--- src/rtcbp_pkg.sv ---
// ---------------------------------------------------------------------------
// rtcbp_pkg
// Shared types and constants of the two-color binarize and pack unit.
// ---------------------------------------------------------------------------
package rtcbp_pkg;

    // APB register port geometry.
    localparam int APB_ADDR_W = 5;
    localparam int APB_DATA_W = 32;

    // Field widths.
    localparam int COLOR_W = 24;
    localparam int WIDTH_W = 9;
    localparam int SQ_W    = 16;
    localparam int DIST_W  = 18;

    // Rows never get wider than this, whatever the build allows.
    localparam int ROW_LIMIT = 256;

    // Squared distance at or below which a pixel counts as transparent.
    localparam int NEAR_LIMIT = 48;
    localparam logic [DIST_W-1:0] NEAR_LIMIT_SQ = DIST_W'(NEAR_LIMIT * NEAR_LIMIT);

    // Bit position of the first pixel of a byte.
    localparam logic [2:0] LAST_BIT = 3'd7;

    // Register reset values.
    localparam logic [COLOR_W-1:0] FORE_COLOR_RST  = 24'hFFFFFF;
    localparam logic [COLOR_W-1:0] BACK_COLOR_RST  = 24'h000000;
    localparam logic [COLOR_W-1:0] TRANS_COLOR_RST = 24'h000000;
    localparam logic [WIDTH_W-1:0] ROW_WIDTH_RST   = 9'd8;

    // Register index, taken from paddr[4:2].
    typedef enum logic [2:0] {
        REG_FORE_COLOR   = 3'd0,
        REG_BACK_COLOR   = 3'd1,
        REG_TRANS_COLOR  = 3'd2,
        REG_TRANS_ENABLE = 3'd3,
        REG_INVERT       = 3'd4,
        REG_ROW_WIDTH    = 3'd5
    } cfg_reg_t;

    // Current register contents as seen by the datapath.
    typedef struct packed {
        logic [COLOR_W-1:0] ink_color;
        logic [COLOR_W-1:0] paper_color;
        logic [COLOR_W-1:0] key_color;
        logic               transparency_enable;
        logic               invert_output;
        logic [WIDTH_W-1:0] row_width;
    } cfg_t;

    // One classified pixel on its way to the packer.
    typedef struct packed {
        logic valid;
        logic fg;
    } pix_bit_t;

endpackage

--- src/rtcbp_ifs.sv ---
// ---------------------------------------------------------------------------
// rtcbp_ifs
// Valid/ready channels for incoming pixels and outgoing packed bytes.
// ---------------------------------------------------------------------------

// One RGBA pixel per request.
interface rtcbp_pixel_if;
    logic       valid;
    logic       ready;
    logic [7:0] red;
    logic [7:0] green;
    logic [7:0] blue;
    logic [7:0] alpha;
    logic       inside_image;

    modport source (output valid, output red, output green, output blue,
                    output alpha, output inside_image, input ready);
    modport sink   (input valid, input red, input green, input blue,
                    input alpha, input inside_image, output ready);
endinterface

// One packed byte per request.
interface rtcbp_byte_if;
    logic       valid;
    logic       ready;
    logic [7:0] packed_bits;
    logic       row_end;

    modport source (output valid, output packed_bits, output row_end, input ready);
    modport sink   (input valid, input packed_bits, input row_end, output ready);
endinterface

--- src/rtcbp_cfg_regs.sv ---
// ---------------------------------------------------------------------------
// rtcbp_cfg_regs
// APB register file holding colors, mode bits and the row width.
// ---------------------------------------------------------------------------
module rtcbp_cfg_regs (
    input  logic                             clk,
    input  logic                             rst_n,
    input  logic                             psel,
    input  logic                             penable,
    input  logic                             pwrite,
    input  logic [rtcbp_pkg::APB_ADDR_W-1:0] paddr,
    input  logic [rtcbp_pkg::APB_DATA_W-1:0] pwdata,
    output logic [rtcbp_pkg::APB_DATA_W-1:0] prdata,
    output logic                             pready,
    output rtcbp_pkg::cfg_t                  cfg
);
    import rtcbp_pkg::*;

    logic [COLOR_W-1:0] fore_color_reg;
    logic [COLOR_W-1:0] back_color_reg;
    logic [COLOR_W-1:0] trans_color_reg;
    logic               trans_enable_reg;
    logic               invert_reg;
    logic [WIDTH_W-1:0] row_width_reg;
    logic               write_en;
    cfg_reg_t           reg_idx;

    // The access phase of a write updates the register.
    assign pready   = 1'b1;
    assign write_en = psel && penable && pwrite && pready;
    assign reg_idx  = cfg_reg_t'(paddr[4:2]);

    // Register writes; unmapped indexes are ignored.
    always_ff @(posedge clk or negedge rst_n)
    begin
        if (!rst_n)
        begin
            fore_color_reg   <= FORE_COLOR_RST;
            back_color_reg   <= BACK_COLOR_RST;
            trans_color_reg  <= TRANS_COLOR_RST;
            trans_enable_reg <= 1'b0;
            invert_reg       <= 1'b0;
            row_width_reg    <= ROW_WIDTH_RST;
        end
        else if (write_en)
        begin
            case (reg_idx)
                REG_FORE_COLOR:   fore_color_reg   <= pwdata[COLOR_W-1:0];
                REG_BACK_COLOR:   back_color_reg   <= pwdata[COLOR_W-1:0];
                REG_TRANS_COLOR:  trans_color_reg  <= pwdata[COLOR_W-1:0];
                REG_TRANS_ENABLE: trans_enable_reg <= pwdata[0];
                REG_INVERT:       invert_reg       <= pwdata[0];
                REG_ROW_WIDTH:    row_width_reg    <= pwdata[WIDTH_W-1:0];
                default:          ;
            endcase
        end
    end

    // Read data follows the address.
    always_comb
    begin
        case (reg_idx)
            REG_FORE_COLOR:   prdata = APB_DATA_W'(fore_color_reg);
            REG_BACK_COLOR:   prdata = APB_DATA_W'(back_color_reg);
            REG_TRANS_COLOR:  prdata = APB_DATA_W'(trans_color_reg);
            REG_TRANS_ENABLE: prdata = APB_DATA_W'(trans_enable_reg);
            REG_INVERT:       prdata = APB_DATA_W'(invert_reg);
            REG_ROW_WIDTH:    prdata = APB_DATA_W'(row_width_reg);
            default:          prdata = '0;
        endcase
    end

    always_comb
    begin
        cfg.ink_color           = fore_color_reg;
        cfg.paper_color         = back_color_reg;
        cfg.key_color           = trans_color_reg;
        cfg.transparency_enable = trans_enable_reg;
        cfg.invert_output       = invert_reg;
        cfg.row_width           = row_width_reg;
    end

endmodule

--- src/rtcbp_classify.sv ---
// ---------------------------------------------------------------------------
// rtcbp_classify
// Registers each pixel, squares its channel distances to the three reference
// colors, and decides foreground or background.
// ---------------------------------------------------------------------------
module rtcbp_classify (
    input  logic                clk,
    input  logic                rst_n,
    input  rtcbp_pkg::cfg_t     cfg,
    rtcbp_pixel_if.sink         pixel,
    output rtcbp_pkg::pix_bit_t bit_out,
    input  logic                bit_ready
);
    import rtcbp_pkg::*;

    // Squared absolute difference of two channel values.
    function automatic logic [SQ_W-1:0] sq_diff(input logic [7:0] a, input logic [7:0] b);
        logic [7:0] d;
        d = (a > b) ? (a - b) : (b - a);
        return SQ_W'(d) * SQ_W'(d);
    endfunction

    // Input register stage.
    logic       a_valid_reg;
    logic [7:0] a_red_reg;
    logic [7:0] a_green_reg;
    logic [7:0] a_blue_reg;
    logic       a_keep_reg;
    logic       a_ready;
    logic       a_keep_next;

    // Squared distances of the registered pixel, one term per channel.
    logic [SQ_W-1:0] fore_sq  [3];
    logic [SQ_W-1:0] back_sq  [3];
    logic [SQ_W-1:0] trans_sq [3];

    logic [DIST_W-1:0] fore_dist;
    logic [DIST_W-1:0] back_dist;
    logic [DIST_W-1:0] trans_dist;
    logic              near_trans;
    logic              closer_fore;

    // The input register loads when it is empty or its pixel moves on.
    assign a_ready     = !a_valid_reg || bit_ready;
    assign pixel.ready = a_ready;

    // Zero alpha or a pixel outside the image is always background.
    assign a_keep_next = pixel.inside_image && (pixel.alpha != 8'd0);

    always_ff @(posedge clk or negedge rst_n)
    begin
        if (!rst_n)
        begin
            a_valid_reg <= 1'b0;
        end
        else if (a_ready)
        begin
            a_valid_reg <= pixel.valid;
        end
    end

    always_ff @(posedge clk)
    begin
        if (a_ready && pixel.valid)
        begin
            a_red_reg   <= pixel.red;
            a_green_reg <= pixel.green;
            a_blue_reg  <= pixel.blue;
            a_keep_reg  <= a_keep_next;
        end
    end

    // Per-channel squared differences against each reference color.
    always_comb
    begin
        fore_sq[0]  = sq_diff(a_red_reg,   cfg.ink_color[23:16]);
        fore_sq[1]  = sq_diff(a_green_reg, cfg.ink_color[15:8]);
        fore_sq[2]  = sq_diff(a_blue_reg,  cfg.ink_color[7:0]);
        back_sq[0]  = sq_diff(a_red_reg,   cfg.paper_color[23:16]);
        back_sq[1]  = sq_diff(a_green_reg, cfg.paper_color[15:8]);
        back_sq[2]  = sq_diff(a_blue_reg,  cfg.paper_color[7:0]);
        trans_sq[0] = sq_diff(a_red_reg,   cfg.key_color[23:16]);
        trans_sq[1] = sq_diff(a_green_reg, cfg.key_color[15:8]);
        trans_sq[2] = sq_diff(a_blue_reg,  cfg.key_color[7:0]);
    end

    // Sum the channel terms and compare.
    assign fore_dist  = DIST_W'(fore_sq[0]) + DIST_W'(fore_sq[1])
                      + DIST_W'(fore_sq[2]);
    assign back_dist  = DIST_W'(back_sq[0]) + DIST_W'(back_sq[1])
                      + DIST_W'(back_sq[2]);
    assign trans_dist = DIST_W'(trans_sq[0]) + DIST_W'(trans_sq[1])
                      + DIST_W'(trans_sq[2]);

    assign near_trans  = cfg.transparency_enable && (trans_dist <= NEAR_LIMIT_SQ);
    assign closer_fore = (fore_dist <= back_dist) ^ cfg.invert_output;

    // Inversion only applies to pixels that survive the background tests.
    assign bit_out.valid = a_valid_reg;
    assign bit_out.fg    = a_keep_reg && !near_trans && closer_fore;

endmodule

--- src/rtcbp_packer.sv ---
// ---------------------------------------------------------------------------
// rtcbp_packer
// Gathers pixel bits MSB first and emits a byte every eight pixels and at
// the end of each row.
// ---------------------------------------------------------------------------
module rtcbp_packer #(
    parameter int MAX_ROW_WIDTH = 256
) (
    input  logic                clk,
    input  logic                rst_n,
    input  rtcbp_pkg::cfg_t     cfg,
    input  rtcbp_pkg::pix_bit_t bit_in,
    output logic                bit_ready,
    rtcbp_byte_if.source        packed_byte
);
    import rtcbp_pkg::*;

    localparam int ROW_CAP = (MAX_ROW_WIDTH < ROW_LIMIT) ? MAX_ROW_WIDTH : ROW_LIMIT;
    localparam int COL_W   = $clog2(ROW_CAP);
    localparam int CNT_W   = COL_W + 1;

    logic [7:0]       acc_reg;
    logic [7:0]       acc_next;
    logic [COL_W-1:0] col_reg;
    logic [COL_W-1:0] col_next;
    logic             out_valid_reg;
    logic [7:0]       out_bits_reg;
    logic             out_end_reg;

    logic [WIDTH_W-1:0] width_eff;
    logic [CNT_W-1:0]   col_inc;
    logic [7:0]         acc_set;
    logic [7:0]         acc_new;
    logic               end_row;
    logic               emit;
    logic               take;

    // A zero width acts as one; widths past the cap saturate.
    always_comb
    begin
        width_eff = cfg.row_width;
        if (width_eff == '0)
        begin
            width_eff = WIDTH_W'(1);
        end
        if (width_eff > WIDTH_W'(ROW_CAP))
        begin
            width_eff = WIDTH_W'(ROW_CAP);
        end
    end

    // Column advance, row end and byte boundary.
    assign col_inc = CNT_W'(col_reg) + CNT_W'(1);
    assign end_row = WIDTH_W'(col_inc) >= width_eff;
    assign emit    = end_row || (col_inc[2:0] == 3'd0);

    // Place this pixel's bit; the first pixel of a byte lands in bit 7.
    assign acc_set = bit_in.fg ? (8'h01 << (LAST_BIT - col_reg[2:0])) : 8'h00;
    assign acc_new = acc_reg | acc_set;

    // A pixel is taken when the output register can hold a byte.
    assign bit_ready = !out_valid_reg || packed_byte.ready;
    assign take      = bit_in.valid && bit_ready;

    assign acc_next = emit ? 8'h00 : acc_new;
    assign col_next = end_row ? '0 : col_inc[COL_W-1:0];

    always_ff @(posedge clk or negedge rst_n)
    begin
        if (!rst_n)
        begin
            acc_reg <= '0;
            col_reg <= '0;
        end
        else if (take)
        begin
            acc_reg <= acc_next;
            col_reg <= col_next;
        end
    end

    // Output register: loads on an emitted byte, clears once taken.
    always_ff @(posedge clk or negedge rst_n)
    begin
        if (!rst_n)
        begin
            out_valid_reg <= 1'b0;
        end
        else if (take && emit)
        begin
            out_valid_reg <= 1'b1;
        end
        else if (packed_byte.ready)
        begin
            out_valid_reg <= 1'b0;
        end
    end

    always_ff @(posedge clk)
    begin
        if (take && emit)
        begin
            out_bits_reg <= acc_new;
            out_end_reg  <= end_row;
        end
    end

    assign packed_byte.valid       = out_valid_reg;
    assign packed_byte.packed_bits = out_bits_reg;
    assign packed_byte.row_end     = out_end_reg;

endmodule

--- src/rgba_two_color_binarize_pack_unit.sv ---
// ---------------------------------------------------------------------------
// rgba_two_color_binarize_pack_unit
// Classifies RGBA pixels as foreground or background against two reference
// colors and packs them into 1-bit-per-pixel bytes, one row at a time.
// ---------------------------------------------------------------------------
// Path of a byte: its last pixel is accepted into the input register, then classified
// and packed into the output register, unless a stalled output byte holds it back.
// Throughput: one pixel per clock; both register stages reload in the cycle they
// hand on, so only a stalled output byte holds the input back.
// Reset clears the bit accumulator, the column counter and all valid flags,
// and loads the register defaults; no clearing pass is needed.
module rgba_two_color_binarize_pack_unit #(
    parameter int MAX_ROW_WIDTH = 256
) (
    input  logic                             clk,
    input  logic                             rst_n,
    input  logic                             psel,
    input  logic                             penable,
    input  logic                             pwrite,
    input  logic [rtcbp_pkg::APB_ADDR_W-1:0] paddr,
    input  logic [rtcbp_pkg::APB_DATA_W-1:0] pwdata,
    output logic [rtcbp_pkg::APB_DATA_W-1:0] prdata,
    output logic                             pready,
    rtcbp_pixel_if.sink                      pixel,
    rtcbp_byte_if.source                     packed_byte
);
    import rtcbp_pkg::*;

    cfg_t     cfg;
    pix_bit_t pix_bit;
    logic     pix_bit_ready;

    // Register file.
    rtcbp_cfg_regs u_cfg_regs (
        .clk     (clk),
        .rst_n   (rst_n),
        .psel    (psel),
        .penable (penable),
        .pwrite  (pwrite),
        .paddr   (paddr),
        .pwdata  (pwdata),
        .prdata  (prdata),
        .pready  (pready),
        .cfg     (cfg)
    );

    // Pixel input register and classification.
    rtcbp_classify u_classify (
        .clk       (clk),
        .rst_n     (rst_n),
        .cfg       (cfg),
        .pixel     (pixel),
        .bit_out   (pix_bit),
        .bit_ready (pix_bit_ready)
    );

    // Bit packing and output register.
    rtcbp_packer #(
        .MAX_ROW_WIDTH (MAX_ROW_WIDTH)
    ) u_packer (
        .clk         (clk),
        .rst_n       (rst_n),
        .cfg         (cfg),
        .bit_in      (pix_bit),
        .bit_ready   (pix_bit_ready),
        .packed_byte (packed_byte)
    );

endmodule

--- src/flat_wrapper.sv ---
// flat-port wrapper written by rule: the top's interface ports become plain ports
module rgba_two_color_binarize_pack_unit_flat import rtcbp_pkg::*;
#(
    parameter int MAX_ROW_WIDTH = 256
)
  (clk, rst_n, psel, penable, pwrite, paddr, pwdata, prdata, pready, pixel_valid, pixel_red, pixel_green, pixel_blue, pixel_alpha, pixel_inside_image, pixel_ready, packed_byte_valid, packed_byte_packed_bits, packed_byte_row_end, packed_byte_ready);
  rtcbp_pixel_if pixel_i ();
  rtcbp_byte_if packed_byte_i ();
  input  logic clk;
  input  logic rst_n;
  input  logic psel;
  input  logic penable;
  input  logic pwrite;
  input  logic [rtcbp_pkg::APB_ADDR_W-1:0] paddr;
  input  logic [rtcbp_pkg::APB_DATA_W-1:0] pwdata;
  output logic [rtcbp_pkg::APB_DATA_W-1:0] prdata;
  output logic pready;
  input wire logic [$bits(pixel_i.valid)-1:0] pixel_valid;
  input wire logic [$bits(pixel_i.red)-1:0] pixel_red;
  input wire logic [$bits(pixel_i.green)-1:0] pixel_green;
  input wire logic [$bits(pixel_i.blue)-1:0] pixel_blue;
  input wire logic [$bits(pixel_i.alpha)-1:0] pixel_alpha;
  input wire logic [$bits(pixel_i.inside_image)-1:0] pixel_inside_image;
  output wire logic [$bits(pixel_i.ready)-1:0] pixel_ready;
  output wire logic [$bits(packed_byte_i.valid)-1:0] packed_byte_valid;
  output wire logic [$bits(packed_byte_i.packed_bits)-1:0] packed_byte_packed_bits;
  output wire logic [$bits(packed_byte_i.row_end)-1:0] packed_byte_row_end;
  input wire logic [$bits(packed_byte_i.ready)-1:0] packed_byte_ready;
  assign pixel_i.valid = pixel_valid;
  assign pixel_i.red = pixel_red;
  assign pixel_i.green = pixel_green;
  assign pixel_i.blue = pixel_blue;
  assign pixel_i.alpha = pixel_alpha;
  assign pixel_i.inside_image = pixel_inside_image;
  assign pixel_ready = pixel_i.ready;
  assign packed_byte_valid = packed_byte_i.valid;
  assign packed_byte_packed_bits = packed_byte_i.packed_bits;
  assign packed_byte_row_end = packed_byte_i.row_end;
  assign packed_byte_i.ready = packed_byte_ready;
  rgba_two_color_binarize_pack_unit #(.MAX_ROW_WIDTH(MAX_ROW_WIDTH)) u_core (.clk(clk), .rst_n(rst_n), .psel(psel), .penable(penable), .pwrite(pwrite), .paddr(paddr), .pwdata(pwdata), .prdata(prdata), .pready(pready), .pixel(pixel_i), .packed_byte(packed_byte_i));
endmodule
--- config.mk ---
export PLATFORM = sky130hd
export DESIGN_NAME = rgba_two_color_binarize_pack_unit_flat
export DESIGN_NICKNAME = d
export VERILOG_FILES = /design/src/rtcbp_pkg.sv /design/src/rtcbp_ifs.sv /design/src/rtcbp_cfg_regs.sv /design/src/rtcbp_classify.sv /design/src/rtcbp_packer.sv /design/src/rgba_two_color_binarize_pack_unit.sv /design/src/flat_wrapper.sv
export SDC_FILE = /design/constraint.sdc
export NUM_CORES = 2
export LEC_CHECK = 0
export ABC_AREA = 0
export BUFFER_PORTS_ARGS = -buffer_cell sky130_fd_sc_hd__buf_2
export CAP_MARGIN = 20
export CORE_UTILIZATION = 70
export DETAILED_ROUTE_END_ITERATION = 16
export PLACE_DENSITY = 0.95
export SKIP_LAST_GASP = 1
export SLEW_MARGIN = 20
export SYNTH_ARGS = -nofsm -noshare
export SYNTH_HDL_FRONTEND = slang
export SYNTH_SLANG_ARGS = --single-unit
--- constraint.sdc ---
create_clock -name clk -period 17 [get_ports clk]
set_input_delay 0 -clock clk [delete_from_list [all_inputs] [get_ports clk]]
set_output_delay 0 -clock clk [all_outputs]
set_load 0.05 [all_outputs]
==> results.cfg <==
[worst_setup_path]
crit_fanout = 16
timing.critical_path.to_type = register
arrival_time_of_the_worst_setup_path_ns = 13.54
crit_path_start_kind = register
data_required_time_of_the_critical_path_ns = 17.33
cp_common_cell = sky130_fd_sc_hd__fa_1
worst_path_max_delay_cell = sky130_fd_sc_hd__a222oi_1
cp_num_buf_inv = 7
critical_path.top_delay_family = adder cells
critical-path-max-stage-delay_ns = 0.90
path_class = reg -> reg

[logic_synthesis]
synth_edf_count = 34
xor_xnor_cell_area_share_of_the_yosys_netlist = 0.0348
synth-compound-area-share = 0.0978
syn-cell-area_mm2 = 0.0280
post_synth_fa_ha_maj_area_fraction = 0.476
simple_gate_fraction_of_synth_area = 0.108
postSynthRegisterBits = 135
synth_sequential_area_ratio = 0.128
post_synth_mux_area_share = 0.0388
netlist_instances = 3115
synth.avg_cell_area_um2 = 9.00
yosysWarnings = 0
synth.distinct_cells = 86
dominantRegCellSynth = sky130_fd_sc_hd__dfrtp_1
synth_top_family_by_area = adder cells
synthArstFlopShare = 0.748

[sta]
setup_tns_ns = 0
finClkSkew_ns = 0.00930
rsz_0062_raised_after_global_routing = no
final-setup-viol-count = 0
finalCritPeriodShare = 0.777
worst-slew-pin-transition_ns = 1.13
max-slew-margin-rel = 0.247
hold_violations = 0
fin_crit_ns = 13.22
report.final.slew_viol_count = 0
fmaxAchievable_mhz = 75.7

[global_route]
global_route.overflow_total = 0
grt_use_total = 0.393
first_global_vias = 25200
wire_length_of_the_first_global_routing_pass_mm = 126
antenna_found_initial = 2
grt_max_degree = 60

[place]
postPlaceCellArea_mm2 = 0.0291
place.port_buffers = 101
gpl.final_weighted_congestion = 0.984
dpl.hpwl_mm = 60.5

[layout]
layout-drive-gt1-share = 0.0848
finish.net_count = 4150
layout.cell_area.non_filler_mm2 = 0.0303
layout.cells.most_common = sky130_fd_sc_hd__inv_1
insertedDiodeCount = 0
layout-area-overhead-vs-synth_pct = 8.03
seqCellArea_mm2 = 0.00358
area_of_combinational_cells_with_multiple_inputs_mm2 = 0.0213
mostFrequentLayoutCells = sky130_fd_sc_hd__inv_1 (781), sky130_fd_sc_hd__fa_1 (414), sky130_fd_sc_hd__ha_1 (405)
final_core_utilization = 0.775
num-fill-cells = 2272

[detailed_routing]
drc_errors = 0
drt_first_iter_violations = 1946
routedWlPerCell_um = 20.3
ant_nets = 0
drtPass1Iterations = 8
dr_total_vias = 22900
postRouteWirelength_mm = 77.0
routed_via_density = 6.06

[outcome]
status = completed

[clocking]
worst_skew_pair.late_latency_ns = 0.46
tritoncts = done
cts_buffers = 17
post_cts.resized_instances = 0
clock_tree.buffer_depth = 2
clock_tree.htree_level_count = 4
clk_pin_slew_ns = 0.07
cts.sink_count = 135
clock_tree.root_cell = sky130_fd_sc_hd__clkbuf_16

[floorplan]
std_cell_rows = 72
starting_utilization_of_the_core_area = 0.717
dieHeight_um = 202
die_w_um = 202
core_region_area_mm2 = 0.0391
die_area_mm2 = 0.0409
top_level_ports = 121

[min_path]
hp-class = in -> async

[run]
maxCapViolCount = 0
-- synthesized netlist by cell type (6+ instances only) --
| cell | n | share of area |
|---|---|---|
| sky130_fd_sc_hd__a22o_1 | 8 | 0.0025 |
| sky130_fd_sc_hd__and2_1 | 22 | 0.0049 |
| sky130_fd_sc_hd__buf_4 | 10 | 0.0027 |
| sky130_fd_sc_hd__edfxtp_1 | 34 | 0.036 |
| sky130_fd_sc_hd__fa_1 | 414 | 0.30 |
| sky130_fd_sc_hd__nand2_1 | 165 | 0.022 |
| sky130_fd_sc_hd__nor3_1 | 22 | 0.0039 |
| sky130_fd_sc_hd__o21bai_1 | 28 | 0.0075 |
| sky130_fd_sc_hd__xor2_1 | 42 | 0.013 |
| sky130_fd_sc_hd__buf_2 | 11 | 0.0020 |
| sky130_fd_sc_hd__o22ai_1 | 14 | 0.0031 |
| sky130_fd_sc_hd__o211ai_1 | 6 | 0.0016 |
| sky130_fd_sc_hd__nand4_1 | 20 | 0.0045 |
| sky130_fd_sc_hd__and4_1 | 7 | 0.0022 |
| sky130_fd_sc_hd__a21oi_1 | 119 | 0.021 |
| sky130_fd_sc_hd__a21o_1 | 47 | 0.013 |
| sky130_fd_sc_hd__clkbuf_1 | 43 | 0.0058 |
| sky130_fd_sc_hd__mux2_2 | 37 | 0.015 |
| sky130_fd_sc_hd__or2_1 | 8 | 0.0018 |
| sky130_fd_sc_hd__nor4_1 | 8 | 0.0018 |
| sky130_fd_sc_hd__ha_1 | 405 | 0.18 |
| sky130_fd_sc_hd__a31o_2 | 7 | 0.0022 |
| sky130_fd_sc_hd__dfstp_2 | 25 | 0.023 |
| sky130_fd_sc_hd__o21ai_0 | 114 | 0.020 |
| sky130_fd_sc_hd__dfrtp_1 | 76 | 0.068 |
| sky130_fd_sc_hd__and3_1 | 16 | 0.0036 |
| sky130_fd_sc_hd__mux2i_1 | 61 | 0.022 |
| sky130_fd_sc_hd__a211oi_1 | 12 | 0.0032 |
| sky130_fd_sc_hd__o21a_1 | 8 | 0.0021 |
| sky130_fd_sc_hd__nand3_1 | 24 | 0.0043 |
| sky130_fd_sc_hd__or2_2 | 12 | 0.0027 |
| sky130_fd_sc_hd__nor2_1 | 268 | 0.036 |
| sky130_fd_sc_hd__nor2b_1 | 9 | 0.0020 |
| sky130_fd_sc_hd__xnor2_1 | 64 | 0.020 |
| sky130_fd_sc_hd__a31oi_1 | 9 | 0.0020 |
| sky130_fd_sc_hd__o21ai_1 | 11 | 0.0020 |
| sky130_fd_sc_hd__inv_1 | 781 | 0.10 |
| sky130_fd_sc_hd__nand2b_1 | 53 | 0.012 |
-- worst paths after layout --
| check | from | slack, ns | depth (start not counted) | to |
|---|---|---|---|---|
| setup / recovery | u_core.u_classify.a_green_reg[0]$_DFFE_PP_ | 3.78 | 44 | u_core.u_packer.packed_byte.packed_bits[6]$_DFFE_PP_ |
| hold / removal | rst_n | 0.08 | 2 | u_core.u_packer.col_reg[6]$_DFFE_PN0P_ |
| setup reg to reg | u_core.u_classify.a_green_reg[0]$_DFFE_PP_ | 3.78 | 44 | u_core.u_packer.packed_byte.packed_bits[6]$_DFFE_PP_ |
| hold reg to reg | u_core.u_packer.acc_reg[3]$_DFFE_PN0P_ | 0.51 | 1 | u_core.u_packer.acc_reg[3]$_DFFE_PN0P_ |
| max in group asynchronous | rst_n | 15.66 | 3 | u_core.u_cfg_regs.back_color_reg[14]$_DFFE_PN0P_ |
| min in group clk | paddr[4] | 0.25 | 3 | u_core.u_cfg_regs.invert_reg$_DFFE_PN0P_ |
-- cells by family after synthesis --
kind of cell,after synthesis
compound gates,435
fa+ha+maj,819
buf+inv,855
xor+xnor,109
other cells,2
flops,135
mux,103
simple gates,657
-- area by class of cell --
type | instances | share of cell area
clock buffer | 17 | 0.0140
multi-input combinational | 2132 | 0.703
tap | 518 | 0.0214
inverter | 786 | 0.0974
clock inverter | 15 | 0.00508
sequential | 135 | 0.118
timing repair buffer | 182 | 0.0413
-- layer usage --
layer	part of all wire	global-route usage
met5	0.00019	0
met4	0.064	0.223
met3	0.10	0.111
met2	0.48	0.647
met1	0.36	0.464
-- metrics by stage --
stage / hold WS (ns) / instances / setup slack, ns
after detailed placement: 0.0248 / 3699 / 3.86
after floorplan: -0.296 / 3122 / 6.58
after global routing: 0.126 / 3785 / 3.28
after global placement: 0.0189 / 3699 / 4.19
after CTS: 0.0876 / 3785 / 3.80
final: 0.0812 / 3785 / 3.78
-- timing repair --
| item | CTS | global route |
|---|---|---|
| setup buffers | 0 | 0 |
| hold endpoints to repair | 152 | 0 |
| hold buffers | 54 | 0 |
-- worst reg2reg max path, delay by kind of cell, from the launching register on --
kind,cells,cell delay [ns]
compound gates,19,4.45
xor+xnor,3,1.46
flops,1,0.44
mux,1,0.45
buf+inv,7,0.54
simple gates,3,1.21
fa+ha+maj,11,4.53
Power is left out: the tool's default activity adds up to more than one toggle a clock period on the data nets, which glitch-free logic cannot reach.
